`src/hdl/sia_pkg.sv`:
```
`default_nettype none
package sia_pkg;

	localparam int ID_W         = 11;
	localparam int FUNC_W       = 2;
	localparam int STATUS_W     = 2;
	localparam int RECLAIM_W    = 16;
	localparam int CNT_W        = 16;
	localparam int ROW_W        = 32;
	localparam int ROW_LG       = 5;
	localparam int DEF_CAPACITY = 1024;
	localparam int APB_DW       = 32;
	localparam int APB_AW       = 3;

	localparam logic [RECLAIM_W-1:0] RECLAIM_RST = 16'd64;
	localparam logic [0:0]           REG_RECLAIM = 1'b0;

	typedef enum logic [FUNC_W-1:0] {
		FUNC_ADD    = 2'd0,
		FUNC_REMOVE = 2'd1,
		FUNC_HAS    = 2'd2,
		FUNC_CLEAR  = 2'd3
	} func_t;

	typedef enum logic [STATUS_W-1:0] {
		ST_OK      = 2'd0,
		ST_ID_ZERO = 2'd1,
		ST_FULL    = 2'd2
	} status_t;

	typedef enum logic [1:0] {
		S_IDLE  = 2'd0,
		S_CHECK = 2'd1,
		S_RESP  = 2'd2
	} state_t;

	typedef struct packed {
		logic accept;
		logic check;
	} cmd_t;

	typedef struct packed {
		logic quick;
		logic more;
	} sts_t;

endpackage
`default_nettype wire

```
`src/hdl/slot_id_allocator.sv`:
```
`default_nettype none
// Clear, ID zero and out-of-range IDs: done pulses the cycle after start is taken.
// Add, remove and has: S_CHECK reads a row of the occupancy RAM, then done pulses in
// S_RESP; an add stays in S_CHECK for each further 32-slot row that it scans (one row
// read per cycle). busy stays high through done; the next start is taken in the cycle
// after done. Reset clears the slot count, cursor and add counter, not the map RAM:
// slots at or past the count read as free. done is a one-cycle pulse, never stalled.
module slot_id_allocator #(
	parameter int CAPACITY = sia_pkg::DEF_CAPACITY
) (
	input  wire logic                              clk,
	input  wire logic                              arst_n,
	input  wire logic                              start,
	output logic                                   busy,
	input  wire logic [sia_pkg::FUNC_W-1:0]        func,
	input  wire logic [sia_pkg::ID_W-1:0]          entity_id,
	output logic                                   done,
	output logic      [sia_pkg::ID_W-1:0]          new_id,
	output logic                                   ok,
	output logic                                   slot_valid,
	output logic      [sia_pkg::STATUS_W-1:0]      status,
	output logic      [sia_pkg::ID_W-1:0]          slot_count,
	input  wire logic                              psel,
	input  wire logic                              penable,
	input  wire logic                              pwrite,
	input  wire logic [sia_pkg::APB_AW-1:0]        paddr,
	input  wire logic [sia_pkg::APB_DW-1:0]        pwdata,
	output logic      [sia_pkg::APB_DW-1:0]        prdata,
	output logic                                   pready
);
	import sia_pkg::*;

	logic [RECLAIM_W-1:0] reclaim_q;
	logic                 reg_sel;
	cmd_t                 cmd;
	sts_t                 sts;

	assign pready  = 1'b1;
	assign reg_sel = (paddr[APB_AW-1:2] == REG_RECLAIM);
	assign prdata  = reg_sel ? APB_DW'(reclaim_q) : '0;

	always_ff @(posedge clk or negedge arst_n) begin
		if (!arst_n) begin
			reclaim_q <= RECLAIM_RST;
		end else if (psel && penable && pwrite && pready && reg_sel) begin
			reclaim_q <= pwdata[RECLAIM_W-1:0];
		end
	end

	sia_ctrl u_ctrl (
		.clk    (clk),
		.arst_n (arst_n),
		.start  (start),
		.sts    (sts),
		.cmd    (cmd),
		.busy   (busy),
		.done   (done)
	);

	sia_dp #(
		.CAPACITY (CAPACITY)
	) u_dp (
		.clk           (clk),
		.arst_n        (arst_n),
		.cmd           (cmd),
		.sts           (sts),
		.func          (func),
		.entity_id     (entity_id),
		.reclaim_after (reclaim_q),
		.new_id        (new_id),
		.ok            (ok),
		.slot_valid    (slot_valid),
		.status        (status),
		.slot_count    (slot_count)
	);

endmodule
`default_nettype wire

```
`src/hdl/sia_ram.sv`:
```
`default_nettype none
module sia_ram #(
	parameter int WIDTH = 32,
	parameter int DEPTH = 32
) (
	input  wire logic                                       clk,
	input  wire logic                                       we,
	input  wire logic [((DEPTH > 1) ? $clog2(DEPTH) : 1)-1:0] waddr,
	input  wire logic [WIDTH-1:0]                           wdata,
	input  wire logic [((DEPTH > 1) ? $clog2(DEPTH) : 1)-1:0] raddr,
	output logic      [WIDTH-1:0]                           rdata
);

	logic [WIDTH-1:0] mem_q [DEPTH];

	always_ff @(posedge clk) begin
		if (we) begin
			mem_q[waddr] <= wdata;
		end
		rdata <= mem_q[raddr];
	end

endmodule
`default_nettype wire

```
`src/hdl/sia_ctrl.sv`:
```
`default_nettype none
module sia_ctrl (
	input  wire logic          clk,
	input  wire logic          arst_n,
	input  wire logic          start,
	input  wire sia_pkg::sts_t sts,
	output sia_pkg::cmd_t      cmd,
	output logic               busy,
	output logic               done
);
	import sia_pkg::*;

	state_t state_q;
	state_t state_d;

	always_ff @(posedge clk or negedge arst_n) begin
		if (!arst_n) begin
			state_q <= S_IDLE;
		end else begin
			state_q <= state_d;
		end
	end

	always_comb begin
		state_d = state_q;
		unique case (state_q)
			S_IDLE: begin
				if (start) begin
					state_d = sts.quick ? S_RESP : S_CHECK;
				end
			end
			S_CHECK: begin
				// for an add, keep scanning rows until a slot is taken or the table is full
				state_d = sts.more ? S_CHECK : S_RESP;
			end
			S_RESP: begin
				state_d = S_IDLE;
			end
			default: begin
				state_d = S_IDLE;
			end
		endcase
	end

	always_comb begin
		cmd.accept = 1'b0;
		cmd.check  = 1'b0;
		busy       = 1'b1;
		done       = 1'b0;
		unique case (state_q)
			S_IDLE: begin
				busy       = 1'b0;
				cmd.accept = start;
			end
			S_CHECK: begin
				cmd.check = 1'b1;
			end
			S_RESP: begin
				done = 1'b1;
			end
			default: begin
				busy = 1'b1;
			end
		endcase
	end

endmodule
`default_nettype wire

```
`src/hdl/sia_dp.sv`:
```
`default_nettype none
module sia_dp #(
	parameter int CAPACITY = sia_pkg::DEF_CAPACITY
) (
	input  wire logic                              clk,
	input  wire logic                              arst_n,
	input  wire sia_pkg::cmd_t                     cmd,
	output sia_pkg::sts_t                          sts,
	input  wire logic [sia_pkg::FUNC_W-1:0]        func,
	input  wire logic [sia_pkg::ID_W-1:0]          entity_id,
	input  wire logic [sia_pkg::RECLAIM_W-1:0]     reclaim_after,
	output logic      [sia_pkg::ID_W-1:0]          new_id,
	output logic                                   ok,
	output logic                                   slot_valid,
	output logic      [sia_pkg::STATUS_W-1:0]      status,
	output logic      [sia_pkg::ID_W-1:0]          slot_count
);
	import sia_pkg::*;

	localparam int CW   = $clog2(CAPACITY + 1);
	localparam int EW   = $clog2(CAPACITY + ROW_W + 1);
	localparam int CMPW = (CW > ID_W) ? CW : ID_W;
	localparam int ROWS = (CAPACITY + ROW_W - 1) / ROW_W;
	localparam int RAW  = (ROWS > 1) ? $clog2(ROWS) : 1;
	localparam logic [EW-1:0] CAP_E = EW'(CAPACITY);

	// state
	logic [CW-1:0]    cursor_q;
	logic [CW-1:0]    hw_q;
	logic [CNT_W-1:0] acnt_q;

	// per-transaction registers
	func_t            func_q;
	logic [ID_W-1:0]  id_q;
	logic [EW-1:0]    scan_q;
	logic [ID_W-1:0]  new_id_q;
	logic             ok_q;
	status_t          status_q;

	logic [CMPW-1:0]  id_e;
	logic [CMPW-1:0]  id_m1;
	logic [CMPW-1:0]  idq_m1;
	logic             id_zero;
	logic             id_in;
	logic             reclaim_hit;
	logic [EW-1:0]    scan_start;
	logic [EW-1:0]    hw_e;
	logic [EW-1:0]    row_base;
	logic [EW-1:0]    next_base;
	logic [EW-1:0]    slot_e;
	logic [EW-1:0]    slot_p1;
	logic [ROW_W-1:0] cand;
	logic [ROW_W-1:0] first_oh;
	logic [ROW_LG-1:0] hit_idx;
	logic             found;
	logic             full;
	logic             hit_bit;

	logic             ram_we;
	logic [RAW-1:0]   ram_waddr;
	logic [ROW_W-1:0] ram_wdata;
	logic [RAW-1:0]   ram_raddr;
	logic [ROW_W-1:0] ram_rdata;

	sia_ram #(
		.WIDTH (ROW_W),
		.DEPTH (ROWS)
	) u_map (
		.clk   (clk),
		.we    (ram_we),
		.waddr (ram_waddr),
		.wdata (ram_wdata),
		.raddr (ram_raddr),
		.rdata (ram_rdata)
	);

	always_comb begin
		id_e        = CMPW'(entity_id);
		id_m1       = id_e - CMPW'(1);
		idq_m1      = CMPW'(id_q) - CMPW'(1);
		id_zero     = (entity_id == '0);
		id_in       = !id_zero && (id_e <= CMPW'(hw_q));
		reclaim_hit = (acnt_q >= reclaim_after);
		scan_start  = reclaim_hit ? '0 : EW'(cursor_q);
		hw_e        = EW'(hw_q);
		row_base    = {scan_q[EW-1:ROW_LG], ROW_LG'(0)};
		next_base   = row_base + EW'(ROW_W);
	end

	// Slots at or past the count read as free; the stored bits there are stale.
	always_comb begin
		logic [EW-1:0] p;
		for (int j = 0; j < ROW_W; j++) begin
			p = row_base + EW'(j);
			cand[j] = (ROW_LG'(j) >= scan_q[ROW_LG-1:0]) && (p < CAP_E)
				&& ((p >= hw_e) || !ram_rdata[j]);
		end
		first_oh = cand & (~cand + ROW_W'(1));
		hit_idx  = '0;
		for (int j = 0; j < ROW_W; j++) begin
			if (first_oh[j]) begin
				hit_idx = hit_idx | ROW_LG'(j);
			end
		end
		found   = |cand;
		slot_e  = row_base + EW'(hit_idx);
		slot_p1 = slot_e + EW'(1);
		full    = (next_base > hw_e) || (next_base >= CAP_E);
		hit_bit = ram_rdata[idq_m1[ROW_LG-1:0]];

		sts.quick = (func == FUNC_CLEAR) || ((func != FUNC_ADD) && !id_in);
		sts.more  = (func_q == FUNC_ADD) && !found && !full;
	end

	always_comb begin
		if (cmd.accept) begin
			ram_raddr = (func == FUNC_ADD) ? RAW'(scan_start >> ROW_LG) : RAW'(id_m1 >> ROW_LG);
		end else begin
			ram_raddr = RAW'(next_base >> ROW_LG);
		end

		if (func_q == FUNC_ADD) begin
			ram_we    = cmd.check && found;
			ram_waddr = RAW'(scan_q >> ROW_LG);
			ram_wdata = ram_rdata | first_oh;
		end else begin
			ram_we    = cmd.check && (func_q == FUNC_REMOVE) && hit_bit;
			ram_waddr = RAW'(idq_m1 >> ROW_LG);
			ram_wdata = ram_rdata & ~(ROW_W'(1) << idq_m1[ROW_LG-1:0]);
		end
	end

	always_ff @(posedge clk or negedge arst_n) begin
		if (!arst_n) begin
			cursor_q <= '0;
			hw_q     <= '0;
			acnt_q   <= '0;
		end else if (cmd.accept) begin
			if (func == FUNC_ADD && reclaim_hit) begin
				cursor_q <= '0;
				acnt_q   <= '0;
			end
			if (func == FUNC_CLEAR) begin
				cursor_q <= '0;
				hw_q     <= '0;
			end
		end else if (cmd.check && func_q == FUNC_ADD && found) begin
			cursor_q <= CW'(slot_p1);
			acnt_q   <= acnt_q + CNT_W'(1);
			if (slot_e == hw_e) begin
				hw_q <= hw_q + CW'(1);
			end
		end
	end

	always_ff @(posedge clk) begin
		if (cmd.accept) begin
			func_q   <= func_t'(func);
			id_q     <= entity_id;
			scan_q   <= scan_start;
			new_id_q <= '0;
			ok_q     <= 1'b0;
			if (func != FUNC_ADD && func != FUNC_CLEAR && id_zero) begin
				status_q <= ST_ID_ZERO;
			end else begin
				status_q <= ST_OK;
			end
		end else if (cmd.check) begin
			if (func_q == FUNC_ADD) begin
				if (found) begin
					new_id_q <= ID_W'(slot_p1);
				end else if (full) begin
					status_q <= ST_FULL;
				end else begin
					scan_q <= next_base;
				end
			end else begin
				ok_q <= hit_bit;
			end
		end
	end

	assign new_id     = new_id_q;
	assign ok         = ok_q;
	assign status     = status_q;
	assign slot_count = ID_W'(hw_q);
	assign slot_valid = (id_q != '0) && (CMPW'(id_q) <= CMPW'(hw_q));

endmodule
`default_nettype wire
```
`config.mk`:
```
export PLATFORM = sky130hd
export DESIGN_NAME = slot_id_allocator
export DESIGN_NICKNAME = d
export VERILOG_FILES = /design/src/hdl/sia_pkg.sv /design/src/hdl/slot_id_allocator.sv /design/src/hdl/sia_ram.sv /design/src/hdl/sia_ctrl.sv /design/src/hdl/sia_dp.sv
export SDC_FILE = /design/constraint.sdc
export NUM_CORES = 2
export LEC_CHECK = 0
export BUFFER_PORTS_ARGS = -buffer_cell sky130_fd_sc_hd__clkbuf_2
export CORE_AREA = 2 2 304 306
export CTS_CLUSTER_DIAMETER = 50
export CTS_CLUSTER_SIZE = 25
export DETAILED_ROUTE_END_ITERATION = 12
export DIE_AREA = 0 0 306 308
export PLACE_DENSITY_LB_ADDON = 0.08
export SLEW_MARGIN = 20
export SYNTH_ARGS = -nofsm -noshare
export SYNTH_HDL_FRONTEND = slang
export SYNTH_SLANG_ARGS = --single-unit
```
`constraint.sdc`:
```
create_clock -name clk -period 7.05 [get_ports clk]
set_clock_uncertainty 0.2 [all_clocks]
set_input_delay 0.705 -clock clk [delete_from_list [all_inputs] [get_ports clk]]
set_output_delay 0.705 -clock clk [all_outputs]
set_load 0.01 [all_outputs]
```
# --- Word-level counts from Yosys, hierarchy flattened ---
# Memories as Yosys holds them, arrays and structs flattened. A register that Yosys moved wholly into a read port is not among the register bits.
# Cells that the tools add are included.
word_totals:
  romBits: 0
  word_cells: 460
  in_bits: 54
  mem_count: 1
  ram_bits: 1024
  reg_bits: 94
  latch_bits: 0
mem_list:
  columns: ["name", "words", "width", "rd", "rd_clocked_by_memory_dff", "write_ports", "line", "text"]
  rows:
  - ["u_dp.u_map.mem_q", 32, 32, 1, 1, 1, "sia_ram.sv:14", "logic [WIDTH-1:0] mem_q [DEPTH];"]
classes:
  eq_ne: 13
  addsub: 39
  n_reduce_logical: 170
  n_mul: 0
  div_mod_pow: 0
  mux: 117
  n_shift: 1
  bitwise_logic: 6
  order_cmp: 102
ops:
  columns: ["cell", "n"]
  rows:
  - ["2-to-1 mux 11 bit", 40]
  - ["greater-or-equal comparator 11 bit", 32]
  - ["less-than comparator 11 bit, second input constant", 32]
  - ["adder 11 x 5 -> 11 bit, second input constant", 16]
  - ["2-to-1 mux 16 bit", 6]
  - ["2-to-1 mux 5 bit", 19]
  - ["adder 11 x 4 -> 11 bit, second input constant", 8]
  - ["greater-or-equal comparator 5 bit, first input constant", 16]
  - ["logical AND 1 bit", 80]
  - ["bitwise AND 32 bit", 2]
  - ["inverter 32 bit", 2]
  - ["adder 11 x 3 -> 11 bit, second input constant", 4]
  - ["2-to-1 mux 2 bit", 22]
  - ["greater-or-equal comparator 4 x 5 -> 1 bit, first input constant", 8]
  - ["logical NOT 1 bit", 36]
  - ["logical OR 1 bit", 34]
  - ["adder 11 x 1 -> 11 bit, second input constant", 3]
  - ["adder 32 x 1 -> 32 bit, second input constant", 1]
  - ["2-to-1 mux 32 bit", 1]
  - ["2-to-1 mux 4 bit", 8]
  - ["OR 32 bit", 1]
  - ["OR reduction 32 bit", 1]
  - ["<< shifter 1 x 5 -> 32 bit, first input constant", 1]
  - ["adder 11 x 2 -> 11 bit, second input constant", 2]
  - ["30 further kinds", 73]

# --- Longest topological paths before layout ---
logic_depth:
  word_depth: 49
  depth_mapped: 18
  ltp_nobuf: 15

# --- Cells and area by module ---
# Synthesis repeated with hierarchy kept, for this count alone.
unflattened:
  cells_unflattened: 3346
  hier_area_um2: 49761.5
modules_own_cells:
  columns: ["module", "cells_each", "area_each_um2", "instances", "seq_area_each_um2"]
  rows:
  - ["sia_ram", 2260, 40487.6, 1, 31390.1]
  - ["sia_dp", 1004, 8247.9, 1, 1971.9]
  - ["slot_id_allocator", 70, 900.9, 1, 401.6]
  - ["sia_ctrl", 12, 125.1, 1, 50.0]

# --- Worst setup path after synthesis ---
# OpenSTA, ideal clock, no wires.
synth_timing:
  kind: "reg2reg"
  start: "register u_dp.hw_q[8] (netlist: u_dp.slot_count[8])"
  end: "memory u_dp.u_map.mem_q[0][12], data pin"
  slack_ns: 1.716
  setup_time_ns: 0.563
  path_buffers: 1
  t_arrival_ns: 4.571
  stages_incl_launch_ff: 11
  path_cell_list: "dfrtp_1 > inv_1 > ha_1 > a211o_1 > a221oi_4 > a311oi_1 > or3_1 > clkbuf_1 > nor2_1 > nand2_1 > o41ai_1"
synth_between:
  elab_chain_len: 8
  elab_cells_between_ends: 44
  cone_classes: "add/sub: 1; order compare: 13; mux: 1; bitwise: 3; reduce/logical: 26"
synth_lines:
  columns: ["item", "line", "text"]
  rows:
  - ["from (decl)", "sia_dp.sv:29", "logic [CW-1:0] hw_q;"]
  - ["from (signal assigned)", "sia_dp.sv:151", "hw_q <= hw_q + CW'(1);"]
  - ["greater-or-equal comparator 11 bit", "sia_dp.sv:96", "&& ((p >= hw_e) || !ram_rdata[j]);"]
  - ["logical OR 1 bit", "sia_dp.sv:96", null]
  - ["logical AND 1 bit", "sia_dp.sv:96", null]
  - ["inverter 32 bit", "sia_dp.sv:98", "first_oh = cand & (~cand + ROW_W'(1));"]
  - ["adder 32 x 1 -> 32 bit", "sia_dp.sv:98", null]
  - ["bitwise AND 32 bit *", "sia_dp.sv:98", null]
  - ["OR 32 bit *", "sia_dp.sv:125", "ram_wdata = ram_rdata | first_oh;"]
  - ["2-to-1 mux 32 bit *", "sia_dp.sv:122", "if (func_q == FUNC_ADD) begin"]
  - ["net u_dp.ram_wdata[12]", "sia_dp.sv:61", "logic [ROW_W-1:0] ram_wdata;"]
  - ["to (decl)", "sia_ram.sv:14", null]
# Mark *: on every way through the listed nets, which the timed path passes. The rest lies on a longest branch.

# --- Worst setup path in the final report ---
layout_timing:
  start: "register u_dp.hw_q[8] (netlist: u_dp.slot_count[8])"
  end: "memory u_dp.u_map.mem_q[7][11], enable pin"
layout_between:
  elab_chain_len: 8
  elab_cells_between_ends: 101
  cone_classes: "order compare: 32; mux: 3; reduce/logical: 66"
layout_lines:
  columns: ["item", "line", "text"]
  rows:
  - ["greater-or-equal comparator 11 bit", "sia_dp.sv:96", null]
  - ["logical OR 1 bit", "sia_dp.sv:96", null]
  - ["logical AND 1 bit", "sia_dp.sv:96", null]
  - ["OR reduction 32 bit *", "sia_dp.sv:105", "found = |cand;"]
  - ["logical AND 1 bit *", "sia_dp.sv:123", "ram_we = cmd.check && found;"]
  - ["2-to-1 mux 1 bit *", "sia_dp.sv:122", null]
  - ["2-to-1 mux 1 bit *", "sia_ram.sv:17", "if (we) begin"]
  - ["2-to-1 mux 1 bit (not written as such) *", "sia_ram.sv:18", "mem_q[waddr] <= wdata;"]
# Mark *: on every way between the ends. The rest lies on a longest branch, timed or not.

==> metrics.json <==
{
  "synth.lib_cells_used.distinct": 93,
  "path_clk_slew_ns": 0.06,
  "grt_remaining_overflow": 0,
  "power.ir.vdd_worst_mv": 0.318,
  "synth_warnings": 0,
  "grt_antenna_before_repair": 1,
  "n_antenna_cell": 0,
  "fin_ws_ns": 0.828,
  "io_pins": 115,
  "setup_viol_count_final": 0,
  "gp_congestion": 0.985,
  "cts_buffer_depth": 3,
  "postPlaceCellArea_um2": 52400,
  "fin_worst_hold_slack_ns": 0.0340,
  "die_area_um2": 94200,
  "cts.root.buffer_cell": "clkbuf_16",
  "overall_power_of_the_completed_layout_mw": 22.5,
  "critPathCaptureType": "register",
  "tightest_slew_ns": 1.19,
  "syn-cell-area_um2": 49500,
  "post_cts_resize_count": 0,
  "proportion_of_synthesized_flip_flops_having_asynchronous_set_or_reset_pct": 4.87,
  "synth_seq_cells": 1150,
  "timing.final.crit_period_ns": 6.22,
  "number_of_iterations_in_the_first_detailed_routing_pass": 6,
  "initial_core_util_pct": 54.4,
  "regArea_um2": 33800,
  "place.port_buffers": 79,
  "core_region_area_um2": 91000,
  "layout.filler_cells": 7031,
  "drt_iter0_markers": 4027,
  "cp-start-kind": "register",
  "utilization_pct": 62.2,
  "syn_to_final_growth_pct": 14.2,
  "multi_input_area_um2": 15000,
  "routed_len_inst_um": 26.4,
  "setup_total_negative_slack_ns": 0,
  "h-tree-depth": 3,
  "timing.setup.critical_path_class": "reg -> reg",
  "cts_tree": "done",
  "layoutNonFillerInstCount": 5526,
  "drt_drc_violations_left": 0,
  "die_span_y_um": 308,
  "place.detailed.instances": 5306,
  "dominantRegCellSynth": "edfxtp_1",
  "final_hold_viol_count": 0,
  "timing.hold.worst.class": "in -> reg",
  "routed-via-count": 34500,
  "grt_first_pass_wirelength_um": 214000,
  "finalInstanceArea_um2": 56500,
  "clk-insertion-delay-late_ns": 0.72,
  "fp.dieW_um": 306,
  "dp_slack_ns": 0.976,
  "final_layout_size_suffix_gt1_share_pct": 12.7,
  "ant_nets": 0,
  "detail_routed_via_count_per_cell": 6.24,
  "timing_max_transition_violations_final": 0,
  "number_of_nets_in_the_finished_design": 4360,
  "worst-endpoint-arrival_ns": 6.39,
  "seq_area_frac_synth_pct": 68.3,
  "cts_made_buffers": 114,
  "grt_start_max_net_pins": 105,
  "max-cap-violations": 0,
  "totalWireLength_um": 146000,
  "fp-row-count": 111,
  "layout.cells.most_common_list": "1050 x edfxtp_1, 1044 x nand2_1, 426 x nand3_1",
  "fmaxAchievable_mhz": 161,
  "syn_inst": 4150,
  "synth_edf_count": 1050,
  "critical_path_peak_fanout": 32,
  "grt_usage_pct": 30.8,
  "final_clock_period_utilization_by_the_worst_path_pct": 88.3,
  "critPathRequiredTime_ns": 7.22,
  "rsz0062_at_grt": "no",
  "synthesis.area_per_instance_um2": 11.9,
  "leakage_component_of_the_power_nw": 20.1,
  "run_status": "complete, no violations",
  "tritoncts_num_sinks": 1150,
  "post-dp-hpwl_um": 86000,
  "grt_pass1_vias": 32400,
  "mostFrequentLayoutCell": "edfxtp_1",
  "power.density_cell_area_nw_per_um2": 398,
  "timing.slew.headroom_pct": 20.6
}
==> final timing paths <==
| check | from | to | slack (ns) | cells past startpoint |
|---|---|---|---|---|
| setup / recovery | u_dp.slot_count[8]$_DFFE_PN0P_ | u_dp.u_map.mem_q[7][11]$_DFFE_PP_ | 0.83 | 15 |
| hold / removal | pwdata[12] | reclaim_q[12]$_DFFE_PN0P_ | 0.03 | 2 |
| setup reg to reg | u_dp.slot_count[8]$_DFFE_PN0P_ | u_dp.u_map.mem_q[7][11]$_DFFE_PP_ | 0.83 | 15 |
| hold reg to reg | u_dp.new_id[2]$_SDFFE_PP0P_ | u_dp.new_id[2]$_SDFFE_PP0P_ | 0.25 | 2 |
| max in group asynchronous | arst_n | u_dp.acnt_q[7]$_DFFE_PN0P_ | 5.64 | 3 |
| min in group asynchronous | arst_n | u_ctrl.state_q[1]$_DFFE_PN0P_ | 0.47 | 3 |
==> critical path, stage by stage, from the launching register on <==
cell and delay [ns]:
dfrtp_1 0.40, inv_1 0.21, ha_1 0.31, a211o_1 0.38, a221oi_4 0.60, a31oi_1 0.21
buf_4 0.22, a2111oi_2 0.78, inv_2 0.15, or4_1 0.72, o211ai_1 0.51, nor2_1 0.14
nand2_1 0.30, buf_4 0.28, nor2_4 0.06, buf_4 0.32
==> power breakdown <==
part / internal [mW] / total, mW / switching (mW)
sequential: 8.65 / 9.01 / 0.365
clock: 3.55 / 6.44 / 2.89
combinational: 2.01 / 7.08 / 5.07
total: 14.2 / 22.5 / 8.32
==> routing by layer <==
layer | part of all wire, % | global-route usage, % | up-vias
met1 | 41 | 44.1 | 17100
li1 | - | - | 15500
met3 | 9.5 | 5.21 | 255
met4 | 3.3 | 10.7 | 2
met5 | 0.0089 | 0 | -
met2 | 46 | 48.1 | 1695
==> final cells by class <==
type                       instances  area share, %
timing repair buffer             219           3.50
clock buffer                     121           5.33
inverter                          45          0.299
tap                             1186           2.62
sequential                      1150           59.8
multi-input combinational       2711           26.6
clock inverter                    94           1.87
==> flip-flops by register name (all words and copies together), names as in the netlist, 16 cells and up <==
register and cells:
u_dp.u_map.mem_q 1024, reclaim_q 16, u_dp.acnt_q 16, u_dp.u_map.rdata 32
==> synthesized netlist by cell type (39+ instances only) <==
cell type	number	area [um2]
o21ai_0	114	571
dfxtp_1	44	881
clkbuf_1	206	773
and3_1	53	332
nor4_1	39	244
mux2i_1	40	400
inv_1	43	161
a21oi_1	257	1290
edfxtp_1	1050	31500
nand3_1	427	2140
a31oi_1	83	519
nand2_1	1049	3940
ha_1	65	813
nor2_1	105	394
dfrtp_1	55	1380
==> kinds of logic (layout without fill, tap and decap cells) <==
logic type                 count (synthesis)  in the layout  share of synthesized area [%]
AOI/OAI and AO/OA                        717            717                           9.12
xor gates and xnor gates                  37             37                          0.654
adders and majority gates                 65             65                           1.64
buffers and inverters                    304            479                           2.47
DFF                                     1150           1150                           68.3
muxes                                     67             67                           1.65
other                                      2             17                         0.0152
and+or+nand+nor                         1808           1808                           16.2
==> repair_timing <==
action,CTS,global route
endpoints found under the setup margin,0,0
hold buffers,4,0
hold endpoints to repair,58,0
buffers inserted,0,0
No activity file was read; power rests on OpenSTA's default activity.
